**src/rtl/thr_pkg.sv**
```systemverilog
`timescale 1ns / 1ps
// ----------------------------------------------------------------------------
// thr_pkg
// shared widths, operation and status codes for the timestamped history ring
// ----------------------------------------------------------------------------
package thr_pkg;

    localparam int OP_W      = 2;
    localparam int ENTRY_W   = 32;
    localparam int STAMP_W   = 64;
    localparam int INDEX_W   = 7;
    localparam int LIMIT_W   = 8;
    localparam int STATUS_W  = 2;
    localparam int COUNT_W   = 6;
    localparam int CFG_W     = 6;

    localparam logic [OP_W-1:0] OP_PUSH  = 2'd0;
    localparam logic [OP_W-1:0] OP_GET   = 2'd1;
    localparam logic [OP_W-1:0] OP_RANGE = 2'd2;
    localparam logic [OP_W-1:0] OP_CLEAR = 2'd3;

    localparam logic [STATUS_W-1:0] ST_OK        = 2'd0;
    localparam logic [STATUS_W-1:0] ST_INVALID   = 2'd1;
    localparam logic [STATUS_W-1:0] ST_NOT_FOUND = 2'd2;
    localparam logic [STATUS_W-1:0] ST_TOO_SMALL = 2'd3;

    typedef struct packed {
        logic [OP_W-1:0]           opcode;
        logic [ENTRY_W-1:0]        entry_in;
        logic [STAMP_W-1:0]        push_stamp;
        logic signed [INDEX_W-1:0] read_index;
        logic [STAMP_W-1:0]        start_time;
        logic [STAMP_W-1:0]        end_time;
        logic                      want_entries;
        logic [LIMIT_W-1:0]        out_limit;
    } t_cmd;

endpackage

```
**src/rtl/thr_if.sv**
```systemverilog
`timescale 1ns / 1ps
// ----------------------------------------------------------------------------
// thr_if
// request, result and configuration channels of the history ring
// ----------------------------------------------------------------------------
interface thr_in_if;
    logic                               valid;
    logic                               ready;
    logic [thr_pkg::OP_W-1:0]           opcode;
    logic [thr_pkg::ENTRY_W-1:0]        entry_in;
    logic [thr_pkg::STAMP_W-1:0]        push_stamp;
    logic signed [thr_pkg::INDEX_W-1:0] read_index;
    logic [thr_pkg::STAMP_W-1:0]        start_time;
    logic [thr_pkg::STAMP_W-1:0]        end_time;
    logic                               want_entries;
    logic [thr_pkg::LIMIT_W-1:0]        out_limit;

    modport source (output valid, opcode, entry_in, push_stamp, read_index,
                    start_time, end_time, want_entries, out_limit, input ready);
    modport sink   (input valid, opcode, entry_in, push_stamp, read_index,
                    start_time, end_time, want_entries, out_limit, output ready);
endinterface

interface thr_out_if;
    logic                          valid;
    logic                          ready;
    logic [thr_pkg::STATUS_W-1:0]  status;
    logic                          has_entry;
    logic [thr_pkg::ENTRY_W-1:0]   entry_out;
    logic [thr_pkg::STAMP_W-1:0]   entry_stamp;
    logic [thr_pkg::COUNT_W-1:0]   match_count;
    logic                          last;

    modport source (output valid, status, has_entry, entry_out, entry_stamp,
                    match_count, last, input ready);
    modport sink   (input valid, status, has_entry, entry_out, entry_stamp,
                    match_count, last, output ready);
endinterface

interface thr_cfg_if;
    logic                      valid;
    logic                      ready;
    logic [thr_pkg::CFG_W-1:0] data;

    modport source (output valid, data, input ready);
    modport sink   (input valid, data, output ready);
endinterface

```
**src/rtl/thr_ring_mem.sv**
```systemverilog
`timescale 1ns / 1ps
// ----------------------------------------------------------------------------
// thr_ring_mem
// entry and stamp store, one write port and one registered read port
// ----------------------------------------------------------------------------
module thr_ring_mem #(
    parameter int DEPTH = 32,
    parameter int WIDTH = 96
) (
    input  logic                     i_clk,
    input  logic                     i_wr_en,
    input  logic [$clog2(DEPTH)-1:0] i_wr_addr,
    input  logic [WIDTH-1:0]         i_wr_data,
    input  logic                     i_rd_en,
    input  logic [$clog2(DEPTH)-1:0] i_rd_addr,
    output logic [WIDTH-1:0]         o_rd_data
);

    logic [WIDTH-1:0] r_mem [DEPTH];
    logic [WIDTH-1:0] r_rd_data;

    always_ff @(posedge i_clk) begin
        if (i_wr_en) begin
            r_mem[i_wr_addr] <= i_wr_data;
        end
    end

    always_ff @(posedge i_clk) begin
        if (i_rd_en) begin
            r_rd_data <= r_mem[i_rd_addr];
        end
    end

    assign o_rd_data = r_rd_data;

endmodule

```
**src/rtl/thr_slot_map.sv**
```systemverilog
`timescale 1ns / 1ps
// ----------------------------------------------------------------------------
// thr_slot_map
// maps a logical position (0 oldest) to a physical ring slot
// ----------------------------------------------------------------------------
module thr_slot_map #(
    parameter int DEPTH = 32
) (
    input  logic [$clog2(DEPTH+1)-1:0] i_logical,
    input  logic [$clog2(DEPTH)-1:0]   i_wp,
    input  logic [$clog2(DEPTH+1)-1:0] i_cap,
    input  logic                       i_full,
    output logic [$clog2(DEPTH)-1:0]   o_addr
);

    localparam int AW = $clog2(DEPTH);
    localparam int CW = $clog2(DEPTH + 1);

    logic [CW:0] sum;
    logic [CW:0] wrapped;

    always_comb begin
        sum     = (CW + 1)'(i_wp) + (CW + 1)'(i_logical);
        wrapped = (sum >= (CW + 1)'(i_cap)) ? sum - (CW + 1)'(i_cap) : sum;
        if (i_full) begin
            o_addr = wrapped[AW-1:0];
        end else begin
            o_addr = i_logical[AW-1:0];
        end
    end

endmodule

```
**src/rtl/timestamped_history_ring_top.sv**
```systemverilog
`timescale 1ns / 1ps
// ----------------------------------------------------------------------------
// timestamped_history_ring_top
// overwrite-oldest ring of timestamped entries with push, get, range, clear
//
//   channel  modport  transaction
//   i_in     sink     one request: opcode and operands
//   o_out    source   one result; last marks the final result of a request
//   i_cfg    sink     ring capacity write, also empties the ring
//
// push, clear: done in S_EXEC; get: one registered memory read, S_EXEC then S_GETW
// range: S_RRD/S_RCMP walk the filled slots (not with reversed bounds), one slot read
//   and one stamp compare per step through the single memory read port
// i_rst_n is synchronous; no clearing pass, the store is read only once written
// a stalled o_out holds the sequencer in place, no result is dropped
// ----------------------------------------------------------------------------
module timestamped_history_ring_top #(
    parameter int DEPTH       = 32,
    parameter int ENTRY_WIDTH = 32
) (
    input  logic     i_clk,
    input  logic     i_rst_n,
    thr_in_if.sink   i_in,
    thr_out_if.source o_out,
    thr_cfg_if.sink  i_cfg
);

    localparam int AW      = $clog2(DEPTH);
    localparam int CW      = $clog2(DEPTH + 1);
    localparam int EW      = (ENTRY_WIDTH < thr_pkg::ENTRY_W) ? ENTRY_WIDTH
                                                              : thr_pkg::ENTRY_W;
    localparam int MW      = EW + thr_pkg::STAMP_W;
    localparam int CAP_RST = (DEPTH < 32) ? DEPTH : 32;

    localparam logic [2:0] S_IDLE = 3'd0;
    localparam logic [2:0] S_EXEC = 3'd1;
    localparam logic [2:0] S_GETW = 3'd2;
    localparam logic [2:0] S_RRD  = 3'd3;
    localparam logic [2:0] S_RCMP = 3'd4;
    localparam logic [2:0] S_RSUM = 3'd5;

    logic [2:0]          r_state, n_state;
    thr_pkg::t_cmd       r_cmd;
    logic [AW-1:0]       r_wp, n_wp;
    logic [CW-1:0]       r_fill, n_fill;
    logic [CW-1:0]       r_cap;
    logic [CW-1:0]       r_i, n_i;
    logic [CW-1:0]       r_matched, n_matched;
    logic [CW-1:0]       r_written, n_written;

    logic                              r_out_valid;
    logic [thr_pkg::STATUS_W-1:0]      r_status;
    logic                              r_has_entry;
    logic [thr_pkg::ENTRY_W-1:0]       r_entry_out;
    logic [thr_pkg::STAMP_W-1:0]       r_entry_stamp;
    logic [thr_pkg::COUNT_W-1:0]       r_match_count;
    logic                              r_last;

    logic                              emit;
    logic [thr_pkg::STATUS_W-1:0]      e_status;
    logic                              e_has;
    logic [thr_pkg::COUNT_W-1:0]       e_count;
    logic                              e_last;

    logic                              free;
    logic                              in_acc;
    logic                              wr_en;
    logic                              rd_en;
    logic [AW-1:0]                     rd_addr;
    logic [CW-1:0]                     map_log;
    logic [MW-1:0]                     rd_data;
    logic [EW-1:0]                     rd_entry;
    logic [thr_pkg::STAMP_W-1:0]       rd_stamp;
    logic                              hit;
    logic                              bad_range;
    logic                              want_emit;
    logic signed [7:0]                 idx_x;
    logic signed [7:0]                 n_s;
    logic signed [7:0]                 adj;
    logic signed [7:0]                 get_log_x;
    logic                              get_ok;
    logic [CW-1:0]                     cfg_cap;

    assign free        = !r_out_valid || o_out.ready;
    assign in_acc      = i_in.valid && i_in.ready;
    assign i_in.ready  = (r_state == S_IDLE);
    assign i_cfg.ready = 1'b1;

    assign rd_entry  = rd_data[MW-1:thr_pkg::STAMP_W];
    assign rd_stamp  = rd_data[thr_pkg::STAMP_W-1:0];
    assign hit       = (rd_stamp >= r_cmd.start_time) && (rd_stamp <= r_cmd.end_time);
    assign bad_range = r_cmd.start_time > r_cmd.end_time;
    assign want_emit = r_cmd.want_entries && (8'(r_written) < r_cmd.out_limit);

    // get index: non-negative counts from the newest, negative from the oldest
    always_comb begin
        idx_x     = 8'($signed(r_cmd.read_index));
        n_s       = 8'(r_fill);
        adj       = idx_x[7] ? idx_x + n_s : idx_x;
        get_ok    = (r_fill != '0) && !adj[7] && (adj < n_s);
        get_log_x = n_s - 8'sd1 - adj;
    end

    always_comb begin
        if (i_cfg.data == '0) begin
            cfg_cap = CW'(1);
        end else if (8'(i_cfg.data) > 8'(DEPTH)) begin
            cfg_cap = CW'(DEPTH);
        end else begin
            cfg_cap = CW'(i_cfg.data);
        end
    end

    assign map_log = (r_state == S_EXEC) ? get_log_x[CW-1:0] : r_i;

    thr_slot_map #(
        .DEPTH (DEPTH)
    ) u_map (
        .i_logical (map_log),
        .i_wp      (r_wp),
        .i_cap     (r_cap),
        .i_full    (r_fill == r_cap),
        .o_addr    (rd_addr)
    );

    thr_ring_mem #(
        .DEPTH (DEPTH),
        .WIDTH (MW)
    ) u_mem (
        .i_clk     (i_clk),
        .i_wr_en   (wr_en),
        .i_wr_addr (r_wp),
        .i_wr_data ({r_cmd.entry_in[EW-1:0], r_cmd.push_stamp}),
        .i_rd_en   (rd_en),
        .i_rd_addr (rd_addr),
        .o_rd_data (rd_data)
    );

    // sequencer
    always_comb begin
        n_state   = r_state;
        n_wp      = r_wp;
        n_fill    = r_fill;
        n_i       = r_i;
        n_matched = r_matched;
        n_written = r_written;
        emit      = 1'b0;
        e_status  = thr_pkg::ST_OK;
        e_has     = 1'b0;
        e_count   = '0;
        e_last    = 1'b1;
        wr_en     = 1'b0;
        rd_en     = 1'b0;
        case (r_state)
            S_IDLE: begin
                if (in_acc) begin
                    n_state = S_EXEC;
                end
            end
            S_EXEC: begin
                case (r_cmd.opcode)
                    thr_pkg::OP_PUSH: begin
                        if (free) begin
                            wr_en   = 1'b1;
                            emit    = 1'b1;
                            n_wp    = (CW'(r_wp) + CW'(1) == r_cap) ? '0 : r_wp + AW'(1);
                            n_fill  = (r_fill < r_cap) ? r_fill + CW'(1) : r_fill;
                            n_state = S_IDLE;
                        end
                    end
                    thr_pkg::OP_GET: begin
                        if (get_ok) begin
                            rd_en   = 1'b1;
                            n_state = S_GETW;
                        end else if (free) begin
                            emit     = 1'b1;
                            e_status = thr_pkg::ST_NOT_FOUND;
                            n_state  = S_IDLE;
                        end
                    end
                    thr_pkg::OP_RANGE: begin
                        n_i       = '0;
                        n_matched = '0;
                        n_written = '0;
                        if (!bad_range) begin
                            n_state = S_RRD;
                        end else if (free) begin
                            emit     = 1'b1;
                            e_status = thr_pkg::ST_INVALID;
                            n_state  = S_IDLE;
                        end
                    end
                    default: begin
                        if (free) begin
                            emit    = 1'b1;
                            n_wp    = '0;
                            n_fill  = '0;
                            n_state = S_IDLE;
                        end
                    end
                endcase
            end
            S_GETW: begin
                if (free) begin
                    emit    = 1'b1;
                    e_has   = 1'b1;
                    n_state = S_IDLE;
                end
            end
            S_RRD: begin
                if (r_i == r_fill) begin
                    n_state = S_RSUM;
                end else begin
                    rd_en   = 1'b1;
                    n_i     = r_i + CW'(1);
                    n_state = S_RCMP;
                end
            end
            S_RCMP: begin
                if (!hit) begin
                    n_state = S_RRD;
                end else if (!want_emit) begin
                    n_matched = r_matched + CW'(1);
                    n_state   = S_RRD;
                end else if (free) begin
                    emit      = 1'b1;
                    e_has     = 1'b1;
                    e_last    = 1'b0;
                    n_matched = r_matched + CW'(1);
                    n_written = r_written + CW'(1);
                    n_state   = S_RRD;
                end
            end
            S_RSUM: begin
                if (free) begin
                    emit     = 1'b1;
                    e_count  = thr_pkg::COUNT_W'(r_matched);
                    e_status = (r_cmd.want_entries && (8'(r_matched) > r_cmd.out_limit))
                               ? thr_pkg::ST_TOO_SMALL : thr_pkg::ST_OK;
                    n_state  = S_IDLE;
                end
            end
            default: begin
                n_state = S_IDLE;
            end
        endcase
    end

    always_ff @(posedge i_clk) begin
        if (!i_rst_n) begin
            r_state     <= S_IDLE;
            r_wp        <= '0;
            r_fill      <= '0;
            r_cap       <= CW'(CAP_RST);
            r_i         <= '0;
            r_matched   <= '0;
            r_written   <= '0;
            r_out_valid <= 1'b0;
        end else begin
            r_state   <= n_state;
            r_i       <= n_i;
            r_matched <= n_matched;
            r_written <= n_written;
            if (i_cfg.valid && i_cfg.ready) begin
                r_cap  <= cfg_cap;
                r_wp   <= '0;
                r_fill <= '0;
            end else begin
                r_wp   <= n_wp;
                r_fill <= n_fill;
            end
            if (emit) begin
                r_out_valid <= 1'b1;
            end else if (o_out.ready) begin
                r_out_valid <= 1'b0;
            end
        end
    end

    // request and result payload
    always_ff @(posedge i_clk) begin
        if (in_acc) begin
            r_cmd.opcode       <= i_in.opcode;
            r_cmd.entry_in     <= i_in.entry_in;
            r_cmd.push_stamp   <= i_in.push_stamp;
            r_cmd.read_index   <= i_in.read_index;
            r_cmd.start_time   <= i_in.start_time;
            r_cmd.end_time     <= i_in.end_time;
            r_cmd.want_entries <= i_in.want_entries;
            r_cmd.out_limit    <= i_in.out_limit;
        end
        if (emit) begin
            r_status      <= e_status;
            r_has_entry   <= e_has;
            r_entry_out   <= e_has ? thr_pkg::ENTRY_W'(rd_entry) : '0;
            r_entry_stamp <= e_has ? rd_stamp : '0;
            r_match_count <= e_count;
            r_last        <= e_last;
        end
    end

    assign o_out.valid       = r_out_valid;
    assign o_out.status      = r_status;
    assign o_out.has_entry   = r_has_entry;
    assign o_out.entry_out   = r_entry_out;
    assign o_out.entry_stamp = r_entry_stamp;
    assign o_out.match_count = r_match_count;
    assign o_out.last        = r_last;

`ifndef SYNTH
    a_fill_cap: assert property (@(posedge i_clk) disable iff (!i_rst_n)
        r_fill <= r_cap)
        else $error("fill count above capacity");
    a_wp_cap: assert property (@(posedge i_clk) disable iff (!i_rst_n)
        CW'(r_wp) < r_cap)
        else $error("write pointer outside ring");
    a_written: assert property (@(posedge i_clk) disable iff (!i_rst_n)
        r_written <= r_matched)
        else $error("emitted more entries than matched");
    a_mid_entry: assert property (@(posedge i_clk) disable iff (!i_rst_n)
        (r_out_valid && !r_last) |-> r_has_entry)
        else $error("non-final result without entry");
    a_busy: assert property (@(posedge i_clk) disable iff (!i_rst_n)
        in_acc |=> (r_state == S_EXEC))
        else $error("accepted request not dispatched");
`endif

endmodule
```
**src/flat_wrapper.sv**
```systemverilog
// flat-port wrapper written by rule: the top's interface ports become plain ports
module timestamped_history_ring_top_flat 
#(
    parameter int DEPTH       = 32,
    parameter int ENTRY_WIDTH = 32
)
  (i_clk, i_rst_n, i_in_valid, i_in_opcode, i_in_entry_in, i_in_push_stamp, i_in_read_index, i_in_start_time, i_in_end_time, i_in_want_entries, i_in_out_limit, i_in_ready, o_out_valid, o_out_status, o_out_has_entry, o_out_entry_out, o_out_entry_stamp, o_out_match_count, o_out_last, o_out_ready, i_cfg_valid, i_cfg_data, i_cfg_ready);
  thr_in_if i_in_i ();
  thr_out_if o_out_i ();
  thr_cfg_if i_cfg_i ();
  input  logic i_clk;
  input  logic i_rst_n;
  input wire logic [$bits(i_in_i.valid)-1:0] i_in_valid;
  input wire logic [$bits(i_in_i.opcode)-1:0] i_in_opcode;
  input wire logic [$bits(i_in_i.entry_in)-1:0] i_in_entry_in;
  input wire logic [$bits(i_in_i.push_stamp)-1:0] i_in_push_stamp;
  input wire logic [$bits(i_in_i.read_index)-1:0] i_in_read_index;
  input wire logic [$bits(i_in_i.start_time)-1:0] i_in_start_time;
  input wire logic [$bits(i_in_i.end_time)-1:0] i_in_end_time;
  input wire logic [$bits(i_in_i.want_entries)-1:0] i_in_want_entries;
  input wire logic [$bits(i_in_i.out_limit)-1:0] i_in_out_limit;
  output wire logic [$bits(i_in_i.ready)-1:0] i_in_ready;
  output wire logic [$bits(o_out_i.valid)-1:0] o_out_valid;
  output wire logic [$bits(o_out_i.status)-1:0] o_out_status;
  output wire logic [$bits(o_out_i.has_entry)-1:0] o_out_has_entry;
  output wire logic [$bits(o_out_i.entry_out)-1:0] o_out_entry_out;
  output wire logic [$bits(o_out_i.entry_stamp)-1:0] o_out_entry_stamp;
  output wire logic [$bits(o_out_i.match_count)-1:0] o_out_match_count;
  output wire logic [$bits(o_out_i.last)-1:0] o_out_last;
  input wire logic [$bits(o_out_i.ready)-1:0] o_out_ready;
  input wire logic [$bits(i_cfg_i.valid)-1:0] i_cfg_valid;
  input wire logic [$bits(i_cfg_i.data)-1:0] i_cfg_data;
  output wire logic [$bits(i_cfg_i.ready)-1:0] i_cfg_ready;
  assign i_in_i.valid = i_in_valid;
  assign i_in_i.opcode = i_in_opcode;
  assign i_in_i.entry_in = i_in_entry_in;
  assign i_in_i.push_stamp = i_in_push_stamp;
  assign i_in_i.read_index = i_in_read_index;
  assign i_in_i.start_time = i_in_start_time;
  assign i_in_i.end_time = i_in_end_time;
  assign i_in_i.want_entries = i_in_want_entries;
  assign i_in_i.out_limit = i_in_out_limit;
  assign i_in_ready = i_in_i.ready;
  assign o_out_valid = o_out_i.valid;
  assign o_out_status = o_out_i.status;
  assign o_out_has_entry = o_out_i.has_entry;
  assign o_out_entry_out = o_out_i.entry_out;
  assign o_out_entry_stamp = o_out_i.entry_stamp;
  assign o_out_match_count = o_out_i.match_count;
  assign o_out_last = o_out_i.last;
  assign o_out_i.ready = o_out_ready;
  assign i_cfg_i.valid = i_cfg_valid;
  assign i_cfg_i.data = i_cfg_data;
  assign i_cfg_ready = i_cfg_i.ready;
  timestamped_history_ring_top #(.DEPTH(DEPTH), .ENTRY_WIDTH(ENTRY_WIDTH)) u_core (.i_clk(i_clk), .i_rst_n(i_rst_n), .i_in(i_in_i), .o_out(o_out_i), .i_cfg(i_cfg_i));
endmodule
```
**config.mk**
```make
export PLATFORM = sky130hd
export DESIGN_NAME = timestamped_history_ring_top_flat
export DESIGN_NICKNAME = d
export VERILOG_FILES = /design/src/rtl/thr_pkg.sv /design/src/rtl/thr_if.sv /design/src/rtl/thr_ring_mem.sv /design/src/rtl/thr_slot_map.sv /design/src/rtl/timestamped_history_ring_top.sv /design/src/flat_wrapper.sv
export SDC_FILE = /design/constraint.sdc
export NUM_CORES = 2
export LEC_CHECK = 0
export ABC_AREA = 1
export BUFFER_PORTS_ARGS = -buffer_cell sky130_fd_sc_hd__buf_2
export CAP_MARGIN = 20
export CORE_AREA = 3 3 485 848
export CTS_CLUSTER_SIZE = 40
export DETAILED_ROUTE_END_ITERATION = 8
export DIE_AREA = 0 0 488 851
export SLEW_MARGIN = 20
export SYNTH_ARGS = -nofsm -noshare
export SYNTH_HDL_FRONTEND = slang
export SYNTH_SLANG_ARGS = --single-unit
```
**constraint.sdc**
```tcl
create_clock -name i_clk -period 26.2 [get_ports i_clk]
set_input_delay 5.24 -clock i_clk [delete_from_list [all_inputs] [get_ports i_clk]]
set_output_delay 5.24 -clock i_clk [all_outputs]
set_load 0.05 [all_outputs]
```
==> run_results.csv <==
group,metric,value,unit
sta,max-slew-margin-rel,8.89,%
critical_path,worstSetupStartpointType,"flip-flop",
sta,rsz0062_at_grt,"false",
synth,yosysWarningCount,0,
synth,synth_top_area_share,72.5,%
synth,synth.largest_area_cell,"edfxtp_1",
synth,postSynth.asyncResetShare,0,%
clock_tree,ctsResizeCount,0,
global_routing,wire_length_of_the_first_global_routing_pass,644000,µm
critical_path,endpoint,"u_core.u_mem.o_rd_data[70]",
critical_path,startpoint,"u_core.r_fill[1]",
place,hpwl,225000,µm
sta,finalHoldViolations,0,
finish,final_design_area_no_fill,0.163,mm²
power_and_ir_drop,vdd_drop_max,47.3,µV
route,drt_drc_violations_left,0,
route,drt.antenna.violating_nets,0,
clock_tree,cts_tree,"yes",
clock_tree,clock_latency,0.92,ns
flow_run,max_cap_violations,0,
finish,design.final.nets,12500,
outcome,status,"finished, final reports clean",
global_routing,groute.usage.overall,20.9,%
sta,max_slew.worst_pin.slew,1.37,ns
synth,syn_avg_cell_area,12.3,µm²
critical_path,cp.arrival,10.19,ns
finish,post-route-util,40.3,%
critical_path,timing.critical_path.to_type,"flip-flop",
clock_tree,cts_setup_buffers,0,
global_routing,grt_max_degree,231,
synth,synth.lib_cells_used.distinct,54,
clock_tree,cts.sink_count,3555,
sta,setup_tns,0,ns
clock_tree,cts_buffers,319,
die,core-area,0.405,mm²
synth,synth_seq_cells,3555,
critical_path,cp_common_cell,"nand2_1",
critical_path,worstReg2RegStart,"u_core.r_fill[1]",
place,finalWeightedCongestion,0.802,
synth,synth-edff-count,3516,
route,route.detailed.vias_per_inst,5.52,
global_routing,globalRoute.totalOverflow,0,
global_routing,grt_pass1_vias,93100,
critical_path,cpPeakStageDelay,0.83,ns
route,detail_route.wirelength,450000,µm
critical_path,capturing_point_of_the_worst_reg2reg_path,"u_core.u_mem.o_rd_data[70]",
critical_path,worst-setup-path-type,"reg2reg",
sta,post-route-min-period,9.44,ns
die,initial_utilization,36.0,%
route,drt_pre_antenna_iters,8,
power_and_ir_drop,p_leak,57.5,nW
die,die_height,851,µm
route,route.vias.total,96800,
critical_path,critPathMaxFanout,214,
clock_tree,cts-root-to-sink-buffers,4,
sta,tcrit_tclk_final,36.0,%
clock_tree,htree_depth,5,
sta,final_max_slew_viol_count,0,
clock_tree,clockRootBuffer,"clkbuf_16",
synth,synthTopCellsByArea,"edfxtp_1 (72%), nand3_1 (12%), nand2_1 (7.3%)",
synth,synth.yosys.seq_area_share,73.0,%
die,floorplan.rows,309,
synth,post_synth_instance_area,0.146,mm²
global_routing,antenna_found_initial,33,
clock_tree,number_of_hold_buffers_added_after_cts,0,
critical_path,cpMaxStageDelayCell,"buf_4",
critical_path,reg2regPathDepth,39,
place,placed_cell_area,0.153,mm²
die,floorplan.die.width,488,µm
route,route.detailed.wl_per_inst,25.7,µm
critical_path,worst_ep_required_time,26.96,ns
route,initialDrtViolationCount,11000,
synth,synth_most_common_cell,"edfxtp_1",
sta,setup_viol,0,
die,ports,362,
synth,yosys_most_used_dff,"edfxtp_1",
worst_hold_path,worstHoldPathType,"reg2reg",
finish,drive_above_1_share,8.71,%
synth,syn-num-nets,12300,
synth,synth_commonest_cells,"edfxtp_1 (3,516), nand3_1 (3,514), nand2_1 (2,833), buf_2 (470), inv_1 (352)",
power_and_ir_drop,power_density,79.3,mW/mm²
place,buffer_ports.inserted,360,
sta,timing.fmax,0.106,GHz
synth,synth_cells,11800,
die,design.die.area,0.415,mm²
sta,finClkSkew,0.0544,ns
finish,area_growth_syn_to_layout,11.8,%
clock_tree,worst_setup_hold_path_clk_slew,0.07,ns
critical_path,reg_to_reg_slack_setup,16.76,ns
report_power, final:
part / total (mW) / internal (mW) / switching [mW] / leakage (nW)
Sequential: 6.44 / 6.34 / 0.0969 / 32.1
Combinational: 1.79 / 0.494 / 1.30 / 20.4
Clock: 4.69 / 2.56 / 2.12 / 4.91
per-stage QoR:
stage,hold slack (ns),setup WS [ns],total power [mW],std cells
final,0.503,16.76,12.9,17500
after global routing,0.516,16.23,13.4,17500
after CTS,0.503,17.00,13.0,17500
after detailed placement,0.494,17.03,8.35,16900
after global placement,0.485,16.97,8.34,16900
after floorplan,0.458,3.61,7.77,11800
worst min-delay path by stage:
| stage | from | end | slack, ns | depth (start not counted) |
|---|---|---|---|---|
| 2_1_floorplan | u_core.r_matched[5] | u_core.r_matched[5] | 0.46 | 2 |
| 3_3_place_gp | u_core.r_matched[5] | u_core.r_matched[5] | 0.49 | 2 |
| 3_5_place_dp | u_core.r_matched[5] | u_core.r_matched[5] | 0.49 | 2 |
| 4_1_cts | u_core.r_matched[5] | u_core.r_matched[5] | 0.50 | 2 |
| 5_1_grt | u_core.r_matched[5] | u_core.r_matched[5] | 0.52 | 2 |
| 6_report | u_core.r_matched[5] | u_core.r_matched[5] | 0.50 | 2 |
registers in the layout, indices dropped and copies added, names as in the netlist:
name / flops
u_core.o_out.match_count: 6
u_core.o_out.entry_stamp: 64
u_core.idx_x: 7
u_core.u_mem.r_mem: 3072
u_core.o_out.valid: 1
u_core.r_written: 6
u_core.r_state: 3
u_core.r_cmd: 235
u_core.r_cap: 6
u_core.o_out.status: 2
u_core.o_out.entry_out: 32
u_core.r_wp: 5
u_core.u_mem.o_rd_data: 96
u_core.r_matched: 6
u_core.o_out.last: 1
u_core.r_i: 6
u_core.r_fill: 6
u_core.o_out.has_entry: 1
cell type report:
| type | instances | area, µm² |
|---|---|---|
| clock inverter | 182 | 1740 |
| multi-input combinational | 7183 | 34800 |
| fill | 37300 | 242000 |
| sequential | 3555 | 106000 |
| inverter | 362 | 1390 |
| clock buffer | 394 | 8390 |
| timing repair buffer | 555 | 3590 |
| antenna | 7 | 17.5 |
| tap | 5287 | 6620 |
critical path, delay by kind of cell (launching register included):
kind                     cells  cell delay [ns]
AO/OA/AOI/OAI                4             0.59
XOR/XNOR                     2             0.31
adder cells (fa/ha/maj)      4             1.40
buffers and inverters        9             3.17
flip-flops                   1             0.51
AND/OR/NAND/NOR             20             2.60
kinds of logic after synthesis:
kind of cell / after synthesis / share of synthesized area [%]
and+or+nand+nor: 6655 / 20.3
AOI/OAI and AO/OA: 245 / 0.943
muxes: 1 / 0.00687
other: 1 / 0.00257
buffers and inverters: 1100 / 3.34
DFF: 3555 / 73.0
adders and majority gates: 254 / 2.20
xor gates and xnor gates: 27 / 0.162
routing by layer:
metal	track usage, %	wire (µm)	up-vias
met3	2.63	34900	869
met5	0	129	-
li1	-	-	42800
met2	36.2	223000	4561
met4	7.68	17900	20
met1	26.7	174000	48500
cells in the final DEF, fill, tap and decap left out, drive strengths merged, types with 4 or more instances in the layout:
master / Yosys / final
nand3: 3517 / 3517
edfxtp: 3516 / 3516
nand2: 2838 / 2838
buf: 568 / 555
clkbuf: 170 / 394
inv: 358 / 379
ha: 250 / 250
nor2: 213 / 213
a21oi: 138 / 138
clkinv: 4 / 124
o21ai: 53 / 53
dfxtp: 39 / 39
nand4: 38 / 38
nor3: 31 / 31
bufinv: 0 / 27
xor2: 18 / 18
clkinvlp: 0 / 14
o211ai: 10 / 10
o21a: 10 / 10
xnor2: 9 / 9
diode: 0 / 7
a211oi: 7 / 7
nor4: 6 / 6
a31oi: 5 / 5
or2: 5 / 5
o221ai: 4 / 4
fa: 4 / 4
No activity file was read; power rests on OpenSTA's default activity.
